$ cat src/sv/sgsr_pkg.sv
package sgsr_pkg;

   // item and storage sizes
   localparam int WHEELS     = 2;
   localparam int LEVEL_MAX  = 2047;
   localparam int LEVEL_W    = 11;
   localparam int LEVEL_MID  = 1024;
   localparam int DUTY_W     = 10;
   localparam int FRAC_BITS  = 20;
   localparam int SCALE_Q16  = 1311;

   // serial multiplier sizes
   localparam int MUL_A_W    = 27;
   localparam int MUL_B_W    = 18;
   localparam int MUL_P_W    = MUL_A_W + MUL_B_W;
   localparam int MUL_CNT_W  = 5;

   // serial divider sizes
   localparam int DIV_N_W    = 17;
   localparam int DIV_D_W    = 12;
   localparam int DIV_CNT_W  = 5;

   typedef struct packed {
      logic               wheel;
      logic signed [15:0] measured_speed;
      logic signed [11:0] set_speed;
   } req_type;

   typedef struct packed {
      logic                wheel_out;
      logic [DUTY_W-1:0]   duty;
      logic                direction;
      logic [LEVEL_W-1:0]  drive_level;
   } rsp_type;

   typedef enum logic [2:0] {
      CSR_PROP_GAIN     = 3'd0,
      CSR_KI_LOW        = 3'd1,
      CSR_KI_HIGH       = 3'd2,
      CSR_GAIN_SPAN     = 3'd3,
      CSR_ERROR_LIMIT   = 3'd4,
      CSR_STEP_LIMIT    = 3'd5,
      CSR_STEP_DEADBAND = 3'd6
   } csr_index_type;

   typedef enum logic [2:0] {
      ST_IDLE,
      ST_MUL_KP,
      ST_MUL_SCALE,
      ST_MUL_DIFF,
      ST_DIV,
      ST_MUL_KI,
      ST_ADJ,
      ST_LEVEL
   } state_type;

   typedef struct packed {
      logic               start;
      logic [MUL_A_W-1:0] a;
      logic [MUL_B_W-1:0] b;
   } mul_req_type;

   typedef struct packed {
      logic               start;
      logic [DIV_N_W-1:0] dividend;
      logic [DIV_D_W-1:0] divisor;
   } div_req_type;

endpackage

$ cat src/sv/scheduled_gain_speed_regulator_core.sv
// Wheel speed regulator with speed-scheduled integral gain.
// Input channel req_*: one transfer per control tick carries the wheel
// number, filtered speed (Q12.4) and target speed (integer mm/s).
// Result channel rsp_*: one transfer per input item with the wheel, duty,
// direction and the updated drive level of that wheel.
// Configuration channel csr_*: register index and data, always ready;
// write only while no item is in flight.
// One item is worked at a time, so the block takes no new item until the
// result of the last one is registered. The item passes through the
// bit-serial multiplier (four products) and the bit-serial divider, which
// form the gain and the step.
// A waiting result sits in the output register; the next item is accepted
// meanwhile and held in its final cycle until the result is taken.
// Reset clears the control state, loads the register defaults and sets
// each wheel's drive level to the stop midpoint 1024.
module scheduled_gain_speed_regulator_core (
   input  logic                       clock,
   input  logic                       reset,
   input  logic                       req_valid,
   output logic                       req_ready,
   input  sgsr_pkg::req_type          req_data,
   output logic                       rsp_valid,
   input  logic                       rsp_ready,
   output sgsr_pkg::rsp_type          rsp_data,
   input  logic                       csr_valid,
   output logic                       csr_ready,
   input  logic [2:0]                 csr_index,
   input  logic [15:0]                csr_wdata
);

   // configuration registers
   logic [15:0] prop_gain_ff;
   logic [5:0]  ki_low_ff;
   logic [5:0]  ki_high_ff;
   logic [11:0] gain_span_ff;
   logic [11:0] error_limit_ff;
   logic [9:0]  step_limit_ff;
   logic [3:0]  step_deadband_ff;

   // control
   sgsr_pkg::state_type state_ff, state_in;
   logic                launched_ff, launched_in;
   logic                rsp_valid_ff, rsp_valid_in;
   sgsr_pkg::rsp_type   rsp_ff, rsp_in;
   logic [sgsr_pkg::LEVEL_W-1:0] level_ff [sgsr_pkg::WHEELS];
   logic                level_we;
   logic [sgsr_pkg::LEVEL_W-1:0] level_new;

   // item working registers
   logic        wheel_ff, wheel_in;
   logic        err_neg_ff, err_neg_in;
   logic [16:0] err_mag_ff, err_mag_in;
   logic [11:0] mag_ff, mag_in;
   logic [32:0] pterm_ff, pterm_in;
   logic [26:0] smag_ff, smag_in;
   logic [16:0] dprod_ff, dprod_in;
   logic        ki_neg_ff, ki_neg_in;
   logic [17:0] ki_mag_ff, ki_mag_in;
   logic [44:0] kterm_ff, kterm_in;
   logic signed [30:0] adjc_ff, adjc_in;

   // combinational helpers
   logic signed [17:0] err_full;
   logic signed [17:0] err_negated;
   logic [16:0]        speed_abs;
   logic               diff_neg;
   logic [5:0]         diff_mag;
   logic [31:0]        lim_q20;
   logic signed [19:0] ki_full;
   logic signed [19:0] ki_negated;
   logic signed [46:0] term_p;
   logic signed [46:0] term_k;
   logic signed [46:0] adj_full;
   logic signed [46:0] slim;
   logic signed [30:0] adj_eff;
   logic [30:0]        adj_mag;
   logic [30:0]        dead_q20;
   logic signed [32:0] total;
   logic [sgsr_pkg::DUTY_W-1:0] duty_new;
   logic               dir_new;

   sgsr_pkg::mul_req_type             mul_req;
   logic                              mul_done;
   logic [sgsr_pkg::MUL_P_W-1:0]      mul_product;
   sgsr_pkg::div_req_type             div_req;
   logic                              div_done;
   logic [sgsr_pkg::DIV_N_W-1:0]      div_quotient;

   sgsr_mul u_mul (
      .clock   (clock),
      .reset   (reset),
      .mul_req (mul_req),
      .done    (mul_done),
      .product (mul_product)
   );

   sgsr_div u_div (
      .clock    (clock),
      .reset    (reset),
      .div_req  (div_req),
      .done     (div_done),
      .quotient (div_quotient)
   );

   assign req_ready = (state_ff == sgsr_pkg::ST_IDLE);
   assign csr_ready = 1'b1;
   assign rsp_valid = rsp_valid_ff;
   assign rsp_data  = rsp_ff;

   // configuration writes
   always_ff @(posedge clock) begin
      if (reset) begin
         prop_gain_ff     <= 16'd19661;
         ki_low_ff        <= 6'd6;
         ki_high_ff       <= 6'd12;
         gain_span_ff     <= 12'd1500;
         error_limit_ff   <= 12'd100;
         step_limit_ff    <= 10'd100;
         step_deadband_ff <= 4'd1;
      end else if (csr_valid) begin
         case (csr_index)
            sgsr_pkg::CSR_PROP_GAIN:     prop_gain_ff     <= csr_wdata;
            sgsr_pkg::CSR_KI_LOW:        ki_low_ff        <= csr_wdata[5:0];
            sgsr_pkg::CSR_KI_HIGH:       ki_high_ff       <= csr_wdata[5:0];
            sgsr_pkg::CSR_GAIN_SPAN:     gain_span_ff     <= csr_wdata[11:0];
            sgsr_pkg::CSR_ERROR_LIMIT:   error_limit_ff   <= csr_wdata[11:0];
            sgsr_pkg::CSR_STEP_LIMIT:    step_limit_ff    <= csr_wdata[9:0];
            sgsr_pkg::CSR_STEP_DEADBAND: step_deadband_ff <= csr_wdata[3:0];
            default: begin
            end
         endcase
      end
   end

   // input decode: error, speed magnitude and the scheduled integral gain
   always_comb begin
      err_full    = 18'(req_data.measured_speed)
                  - 18'($signed({req_data.set_speed, 4'b0000}));
      err_negated = -err_full;
      speed_abs   = req_data.measured_speed[15] ? (17'd0 - 17'(req_data.measured_speed))
                                                : 17'(req_data.measured_speed);
      diff_neg    = (ki_high_ff < ki_low_ff);
      diff_mag    = diff_neg ? (ki_low_ff - ki_high_ff) : (ki_high_ff - ki_low_ff);
      lim_q20     = {error_limit_ff, 20'd0};
      ki_full     = diff_neg ? (20'(ki_low_ff) - 20'(div_quotient))
                             : (20'(ki_low_ff) + 20'(div_quotient));
      ki_negated  = -ki_full;
   end

   // step assembly: proportional and integral terms, clamp to step limit
   always_comb begin
      term_p   = err_neg_ff ? $signed({14'd0, pterm_ff}) : -$signed({14'd0, pterm_ff});
      term_k   = (ki_neg_ff ^ err_neg_ff) ? -$signed({2'd0, kterm_ff})
                                          : $signed({2'd0, kterm_ff});
      adj_full = term_p + term_k;
      slim     = $signed({17'd0, step_limit_ff, 20'd0});
   end

   // level update: deadband, add, truncate toward zero, clamp, duty and direction
   always_comb begin
      adj_mag  = adjc_ff[30] ? 31'($unsigned(-adjc_ff)) : 31'($unsigned(adjc_ff));
      dead_q20 = {7'd0, step_deadband_ff, 20'd0};
      adj_eff  = (adj_mag < dead_q20) ? '0 : adjc_ff;
      total    = $signed({2'd0, level_ff[wheel_ff], 20'd0})
               + $signed({{2{adj_eff[30]}}, adj_eff});
      if (total[32]) begin
         level_new = '0;
      end else if (total[31:20] > 12'(sgsr_pkg::LEVEL_MAX)) begin
         level_new = sgsr_pkg::LEVEL_W'(sgsr_pkg::LEVEL_MAX);
      end else begin
         level_new = total[30:20];
      end
      if (level_new == sgsr_pkg::LEVEL_W'(sgsr_pkg::LEVEL_MID)
          || level_new == sgsr_pkg::LEVEL_W'(sgsr_pkg::LEVEL_MID - 1)) begin
         duty_new = '0;
         dir_new  = 1'b0;
      end else if (level_new < sgsr_pkg::LEVEL_W'(sgsr_pkg::LEVEL_MID - 1)) begin
         duty_new = sgsr_pkg::DUTY_W'(sgsr_pkg::LEVEL_W'(sgsr_pkg::LEVEL_MID - 1) - level_new);
         dir_new  = 1'b0;
      end else begin
         duty_new = sgsr_pkg::DUTY_W'(level_new - sgsr_pkg::LEVEL_W'(sgsr_pkg::LEVEL_MID));
         dir_new  = 1'b1;
      end
   end

   // sequencer: next state, unit launches, result capture
   always_comb begin
      state_in     = state_ff;
      launched_in  = launched_ff;
      rsp_valid_in = rsp_valid_ff;
      rsp_in       = rsp_ff;
      level_we     = 1'b0;
      wheel_in     = wheel_ff;
      err_neg_in   = err_neg_ff;
      err_mag_in   = err_mag_ff;
      mag_in       = mag_ff;
      pterm_in     = pterm_ff;
      smag_in      = smag_ff;
      dprod_in     = dprod_ff;
      ki_neg_in    = ki_neg_ff;
      ki_mag_in    = ki_mag_ff;
      kterm_in     = kterm_ff;
      adjc_in      = adjc_ff;
      mul_req.start    = 1'b0;
      mul_req.a        = '0;
      mul_req.b        = '0;
      div_req.start    = 1'b0;
      div_req.dividend = dprod_ff;
      div_req.divisor  = gain_span_ff;

      if (rsp_valid_ff && rsp_ready) begin
         rsp_valid_in = 1'b0;
      end

      case (state_ff)
         sgsr_pkg::ST_IDLE: begin
            if (req_valid) begin
               wheel_in   = req_data.wheel;
               err_neg_in = err_full[17];
               err_mag_in = err_full[17] ? err_negated[16:0] : err_full[16:0];
               mag_in     = speed_abs[15:4];
               state_in   = sgsr_pkg::ST_MUL_KP;
            end
         end
         sgsr_pkg::ST_MUL_KP: begin
            mul_req.a     = 27'(err_mag_ff);
            mul_req.b     = 18'(prop_gain_ff);
            mul_req.start = !launched_ff;
            launched_in   = 1'b1;
            if (mul_done) begin
               pterm_in    = mul_product[32:0];
               launched_in = 1'b0;
               state_in    = sgsr_pkg::ST_MUL_SCALE;
            end
         end
         sgsr_pkg::ST_MUL_SCALE: begin
            mul_req.a     = 27'(err_mag_ff);
            mul_req.b     = 18'(sgsr_pkg::SCALE_Q16);
            mul_req.start = !launched_ff;
            launched_in   = 1'b1;
            if (mul_done) begin
               // only the positive side of the scaled error is limited
               if (!err_neg_ff && ({5'd0, mul_product[26:0]} > lim_q20)) begin
                  smag_in = lim_q20[26:0];
               end else begin
                  smag_in = mul_product[26:0];
               end
               launched_in = 1'b0;
               state_in    = sgsr_pkg::ST_MUL_DIFF;
            end
         end
         sgsr_pkg::ST_MUL_DIFF: begin
            mul_req.a     = 27'(mag_ff);
            mul_req.b     = 18'(diff_mag);
            mul_req.start = !launched_ff;
            launched_in   = 1'b1;
            if (mul_done) begin
               dprod_in    = mul_product[16:0];
               launched_in = 1'b0;
               state_in    = sgsr_pkg::ST_DIV;
            end
         end
         sgsr_pkg::ST_DIV: begin
            div_req.start = !launched_ff;
            launched_in   = 1'b1;
            if (div_done) begin
               ki_neg_in   = ki_full[19];
               ki_mag_in   = ki_full[19] ? ki_negated[17:0] : ki_full[17:0];
               launched_in = 1'b0;
               state_in    = sgsr_pkg::ST_MUL_KI;
            end
         end
         sgsr_pkg::ST_MUL_KI: begin
            mul_req.a     = smag_ff;
            mul_req.b     = ki_mag_ff;
            mul_req.start = !launched_ff;
            launched_in   = 1'b1;
            if (mul_done) begin
               kterm_in    = mul_product;
               launched_in = 1'b0;
               state_in    = sgsr_pkg::ST_ADJ;
            end
         end
         sgsr_pkg::ST_ADJ: begin
            if (adj_full > slim) begin
               adjc_in = slim[30:0];
            end else if (adj_full < -slim) begin
               adjc_in = 31'(-slim);
            end else begin
               adjc_in = adj_full[30:0];
            end
            state_in = sgsr_pkg::ST_LEVEL;
         end
         sgsr_pkg::ST_LEVEL: begin
            // wait for the output register to free up
            if (!rsp_valid_ff || rsp_ready) begin
               level_we              = 1'b1;
               rsp_valid_in          = 1'b1;
               rsp_in.wheel_out      = wheel_ff;
               rsp_in.duty           = duty_new;
               rsp_in.direction      = dir_new;
               rsp_in.drive_level    = level_new;
               state_in              = sgsr_pkg::ST_IDLE;
            end
         end
         default: begin
            state_in    = sgsr_pkg::ST_IDLE;
            launched_in = 1'b0;
         end
      endcase
   end

   // control registers and wheel levels
   always_ff @(posedge clock) begin
      if (reset) begin
         state_ff     <= sgsr_pkg::ST_IDLE;
         launched_ff  <= 1'b0;
         rsp_valid_ff <= 1'b0;
         for (int i = 0; i < sgsr_pkg::WHEELS; i++) begin
            level_ff[i] <= sgsr_pkg::LEVEL_W'(sgsr_pkg::LEVEL_MID);
         end
      end else begin
         state_ff     <= state_in;
         launched_ff  <= launched_in;
         rsp_valid_ff <= rsp_valid_in;
         if (level_we) begin
            level_ff[wheel_ff] <= level_new;
         end
      end
   end

   // payload registers
   always_ff @(posedge clock) begin
      rsp_ff     <= rsp_in;
      wheel_ff   <= wheel_in;
      err_neg_ff <= err_neg_in;
      err_mag_ff <= err_mag_in;
      mag_ff     <= mag_in;
      pterm_ff   <= pterm_in;
      smag_ff    <= smag_in;
      dprod_ff   <= dprod_in;
      ki_neg_ff  <= ki_neg_in;
      ki_mag_ff  <= ki_mag_in;
      kterm_ff   <= kterm_in;
      adjc_ff    <= adjc_in;
   end

endmodule

$ cat src/sv/sgsr_mul.sv
module sgsr_mul (
   input  logic                          clock,
   input  logic                          reset,
   input  sgsr_pkg::mul_req_type         mul_req,
   output logic                          done,
   output logic [sgsr_pkg::MUL_P_W-1:0]  product
);

   logic                            busy_ff, busy_in;
   logic                            done_ff, done_in;
   logic [sgsr_pkg::MUL_CNT_W-1:0]  cnt_ff, cnt_in;
   logic [sgsr_pkg::MUL_A_W-1:0]    a_ff, a_in;
   logic [sgsr_pkg::MUL_P_W-1:0]    p_ff, p_in;
   logic [sgsr_pkg::MUL_A_W:0]      sum;

   // one multiplier bit per cycle: add, then shift the product right
   always_comb begin
      sum     = {1'b0, p_ff[sgsr_pkg::MUL_P_W-1:sgsr_pkg::MUL_B_W]}
              + {1'b0, (p_ff[0] ? a_ff : '0)};
      busy_in = busy_ff;
      done_in = 1'b0;
      cnt_in  = cnt_ff;
      a_in    = a_ff;
      p_in    = p_ff;
      if (mul_req.start) begin
         busy_in = 1'b1;
         cnt_in  = '0;
         a_in    = mul_req.a;
         p_in    = {{sgsr_pkg::MUL_A_W{1'b0}}, mul_req.b};
      end else if (busy_ff) begin
         p_in   = {sum, p_ff[sgsr_pkg::MUL_B_W-1:1]};
         cnt_in = cnt_ff + 1'b1;
         if (cnt_ff == sgsr_pkg::MUL_CNT_W'(sgsr_pkg::MUL_B_W - 1)) begin
            busy_in = 1'b0;
            done_in = 1'b1;
         end
      end
   end

   always_ff @(posedge clock) begin
      if (reset) begin
         busy_ff <= 1'b0;
         done_ff <= 1'b0;
         cnt_ff  <= '0;
      end else begin
         busy_ff <= busy_in;
         done_ff <= done_in;
         cnt_ff  <= cnt_in;
      end
   end

   always_ff @(posedge clock) begin
      a_ff <= a_in;
      p_ff <= p_in;
   end

   assign done    = done_ff;
   assign product = p_ff;

endmodule

$ cat src/sv/sgsr_div.sv
module sgsr_div (
   input  logic                          clock,
   input  logic                          reset,
   input  sgsr_pkg::div_req_type         div_req,
   output logic                          done,
   output logic [sgsr_pkg::DIV_N_W-1:0]  quotient
);

   logic                            busy_ff, busy_in;
   logic                            done_ff, done_in;
   logic [sgsr_pkg::DIV_CNT_W-1:0]  cnt_ff, cnt_in;
   logic [sgsr_pkg::DIV_D_W-1:0]    d_ff, d_in;
   logic [sgsr_pkg::DIV_D_W-1:0]    rem_ff, rem_in;
   logic [sgsr_pkg::DIV_N_W-1:0]    q_ff, q_in;
   logic [sgsr_pkg::DIV_D_W:0]      trial;
   logic [sgsr_pkg::DIV_D_W:0]      trial_sub;
   logic                            fits;

   // restoring division, one quotient bit per cycle
   always_comb begin
      trial     = {rem_ff, q_ff[sgsr_pkg::DIV_N_W-1]};
      trial_sub = trial - {1'b0, d_ff};
      fits      = (trial >= {1'b0, d_ff});
      busy_in   = busy_ff;
      done_in   = 1'b0;
      cnt_in    = cnt_ff;
      d_in      = d_ff;
      rem_in    = rem_ff;
      q_in      = q_ff;
      if (div_req.start) begin
         busy_in = 1'b1;
         cnt_in  = '0;
         rem_in  = '0;
         q_in    = div_req.dividend;
         // a zero span behaves as one
         d_in    = (div_req.divisor == '0) ? sgsr_pkg::DIV_D_W'(1) : div_req.divisor;
      end else if (busy_ff) begin
         rem_in = fits ? trial_sub[sgsr_pkg::DIV_D_W-1:0] : trial[sgsr_pkg::DIV_D_W-1:0];
         q_in   = {q_ff[sgsr_pkg::DIV_N_W-2:0], fits};
         cnt_in = cnt_ff + 1'b1;
         if (cnt_ff == sgsr_pkg::DIV_CNT_W'(sgsr_pkg::DIV_N_W - 1)) begin
            busy_in = 1'b0;
            done_in = 1'b1;
         end
      end
   end

   always_ff @(posedge clock) begin
      if (reset) begin
         busy_ff <= 1'b0;
         done_ff <= 1'b0;
         cnt_ff  <= '0;
      end else begin
         busy_ff <= busy_in;
         done_ff <= done_in;
         cnt_ff  <= cnt_in;
      end
   end

   always_ff @(posedge clock) begin
      d_ff   <= d_in;
      rem_ff <= rem_in;
      q_ff   <= q_in;
   end

   assign done     = done_ff;
   assign quotient = q_ff;

endmodule

$ cat config.mk
export PLATFORM = sky130hd
export DESIGN_NAME = scheduled_gain_speed_regulator_core
export DESIGN_NICKNAME = d
export VERILOG_FILES = /design/src/sv/sgsr_pkg.sv /design/src/sv/scheduled_gain_speed_regulator_core.sv /design/src/sv/sgsr_mul.sv /design/src/sv/sgsr_div.sv
export SDC_FILE = /design/constraint.sdc
export NUM_CORES = 1
export LEC_CHECK = 0
export BUFFER_PORTS_ARGS = -buffer_cell sky130_fd_sc_hd__buf_2
export CAP_MARGIN = 20
export CORE_MARGIN = 2
export CORE_UTILIZATION = 44
export DETAILED_ROUTE_END_ITERATION = 10
export PLACE_DENSITY_LB_ADDON = 0.12
export SLEW_MARGIN = 20
export SYNTH_ARGS = -nofsm -noshare
export SYNTH_HDL_FRONTEND = slang
export SYNTH_SLANG_ARGS = --single-unit
$ cat constraint.sdc
create_clock -name clock -period 7.45 [get_ports clock]
set_input_delay 1.49 -clock clock [delete_from_list [all_inputs] [get_ports clock]]
set_output_delay 1.49 -clock clock [all_outputs]
set_load 0.03 [all_outputs]
==> impl_metrics.yaml <==
critical_path:
  worstSetupPathType: "flop to flop"
  cp.required_ps: 7790
  crit_slowest_cell: "or4_1"
  critical_path.max_stage_delay_ps: 550
  crit_path_start_kind: "flop"
  critical_path.max_fanout: 22
  arrival_ps: 7300
  setup.worst_path.end_class: "flop"
synth:
  syn_inst: 2994
  synth.net_count: 3245
  synth_area_um2: 28270
  synth_edf_count: 322
  synthArstFlopShare_pct: 0
  ys_ff_latch: 447
  avgSynthCellArea_um2: 9.444
  synth_flop_cell: "edfxtp_1"
  synth.distinct_cells: 83
  yosysWarnings: 0
  ys_seq_area_share_pct: 43.05
placement:
  gp_congestion: 0.9073
  dp_hpwl_um: 55600
  place_area_um2: 29440
  port_buffers: 77
hold_path:
  hp-class: "flop to flop"
floorplan:
  row_count: 92
  pin_count: 79
  initial_core_util_pct: 44.66
  die_area_um2: 66300
  coreArea_um2: 63310
  die_w_um: 257.5
  dieHeight_um: 257.5
clock_tree:
  cts-root-buf: "clkbuf_16"
  clk_pin_slew_ps: 70
  cts_tree: "yes"
  h-tree-depth: 2
  clkSinkCount: 447
  ctsLongestPathBuffers: 3
  clk-insertion-delay-late_ps: 600
  numCtsBuffers: 50
timing:
  tns_ps: 0
  rsz0062_at_grt: "no"
  fin_skew_ps: 38.40
  final_max_slew_viol_count: 0
  slew_headroom_pct: 28.00
  setup-violations-final: 0
  worst_slew_pin_slew_ps: 1080
  post-route-period-util_pct: 93.42
  finalCriticalPeriod_ps: 6960
  fmax_mhz: 143.7
  finalHoldViolCount: 0
finish:
  seq_area_um2: 12170
  fin_nets: 3268
  area_growth_pct: 10.57
  final_cell_mix: "edfxtp_1, nand2_1, nor2_1, a21oi_1, ha_1"
  drive_above_1_share_pct: 9.516
  finalInstanceArea_um2: 31260
  fill_cells: 5907
  diodes: 0
  final_common_cell: "edfxtp_1"
  multi_input_area_um2: 15020
grt:
  antenna_found_initial: 0
  grt_pass1_vias: 20420
  grt_first_pass_wirelength_um: 114500
  grtUsageTotal_pct: 21.65
  grt_max_degree: 85
  gr-total-overflow: 0
flow_run:
  max-cap-violations: 0
pwr:
  swShare_pct: 31.59
  leakage_nw: 12.15
  finalPower_w: 0.007613
  pwr_density_cell_nw_per_um2: 243.5
  peakVddDrop_mv: 0.1736
  p_switching_w: 0.002405
  combinationalPowerShare_pct: 25.8
  p_int_w: 0.005208
  pwr-share-clk_pct: 34.5
  seqPwrFrac_pct: 39.7
detailed_routing:
  first_pass_iters: 5
  wirelength_um: 73470
  drc_errors: 0
  wl_per_cell_um: 18.82
  wl_met1_um: 35300
  drt_iter0_markers: 1522
  wl_met3_um: 3089
  vias_per_cell: 5.518
  postRouteAntennaNets: 0
  vias: 21540
  wl_met2_um: 33500
  dr.max_layer_used: "met4"
run_status:
  status: "finished, final reports clean"
[area by class of cell]
type	count	share of cell area, %
Tap cell	846	3.386
Clock inverter	35	1.245
Timing Repair Buffer	110	2.037
Clock buffer	58	4.366
Inverter	165	1.981
Multi-Input combinational cell	2243	48.04
Sequential cell	447	38.94
[power groups by stage]
stage,Clock (W),Combinational (W),Sequential [W]
floorplan,0,0.00149,0.00299
global placement,0,0.00191,0.00307
detailed placement,0,0.00194,0.00308
CTS,0.00268,0.00195,0.00303
global route,0.00277,0.00220,0.00304
finish,0.00262,0.00196,0.00303
[metal layers]
metal,track usage (%),vias up
li1,-,10730
met1,30.59,10260
met2,35.28,459
met3,2.640,96
met4,5.315,0
met5,0,-
[path summary, 6_finish.rpt]
path / cells after the start / slack, ps / start / to
worst max-delay path: 27 / 490 / kterm_ff[8] / adjc_ff[29]
worst min-delay path: 2 / 460 / prop_gain_ff[5] / prop_gain_ff[5]
worst max register to register: 27 / 490 / kterm_ff[8] / adjc_ff[29]
worst min register to register: 2 / 460 / prop_gain_ff[5] / prop_gain_ff[5]
[per-stage QoR]
stage	instances	setup slack [ps]	hold WS, ps	utilization (%)
after floorplan	2994	1034	429.0	-
after global placement	3810	284.9	443.3	46.51
after detailed placement	3810	193.3	450.1	46.51
after CTS	3903	175.9	458.2	49.28
after global routing	3904	22.49	476.6	49.38
final	3904	490.3	458.6	49.38
[worst max-delay path, delay by kind of cell (launching register included)]
kind / cells / cell delay, ps
fa+ha+maj: 2 / 670
simple gates: 13 / 3270
buf+inv: 1 / 200
flops: 1 / 420
mux: 1 / 130
xor+xnor: 2 / 280
compound gates: 8 / 1690
[repair_timing]
action,in CTS,in global routing
setup endpoints to repair,0,31
hold endpoints to repair,0,0
setup buffers,0,0
resized for setup,0,12
hold buffers,0,0
[cells by family (layout without fill, tap and decap cells)]
logic type,after synthesis,count (layout),share of synthesized area [%]
XOR/XNOR,250,250,7.744
buffers and inverters,304,368,4.160
flip-flops,447,447,43.05
other,1,1,0.01326
adder cells (fa/ha/maj),198,198,9.001
AND/OR/NAND/NOR,1028,1028,17.52
AO/OA/AOI/OAI,663,663,14.69
multiplexers,103,103,3.819
[sequential cells by signal (all words and copies together) (netlist names), 10 cells and up, named ones only]
| name | cells |
|---|---|
| gain_span_ff | 12 |
| error_limit_ff | 12 |
| dprod_ff | 17 |
| step_limit_ff | 10 |
| smag_ff | 27 |
| level_ff | 22 |
| u_mul.product | 45 |
| err_mag_ff | 17 |
| ki_mag_ff | 18 |
| u_div.rem_ff | 12 |
| adjc_ff | 31 |
| u_mul.a_ff | 27 |
| u_div.d_ff | 12 |
| u_div.quotient | 17 |
| pterm_ff | 33 |
| rsp_data | 23 |
| kterm_ff | 45 |
| mag_ff | 12 |
| prop_gain_ff | 16 |
[Yosys cell counts (27+ instances only)]
cell type | count | area [um^2]
inv_1 | 165 | 619.3
mux2_2 | 39 | 439.2
nand2b_1 | 31 | 193.9
and2_1 | 62 | 387.9
edfxtp_1 | 322 | 9669
nand2_1 | 315 | 1182
clkbuf_1 | 124 | 465.5
xor2_1 | 110 | 963.4
nor3_1 | 82 | 410.4
a21oi_1 | 225 | 1126
dfxtp_1 | 125 | 2502
mux2i_1 | 64 | 640.6
o31ai_1 | 27 | 202.7
nor2_1 | 267 | 1002
nor2b_1 | 49 | 306.5
ha_1 | 189 | 2365
xnor2_1 | 140 | 1226
nor4_1 | 30 | 187.7
nand3_1 | 52 | 260.3
o21ai_0 | 142 | 710.7
a21o_1 | 49 | 367.9
Power figures use the tool's default switching activity.
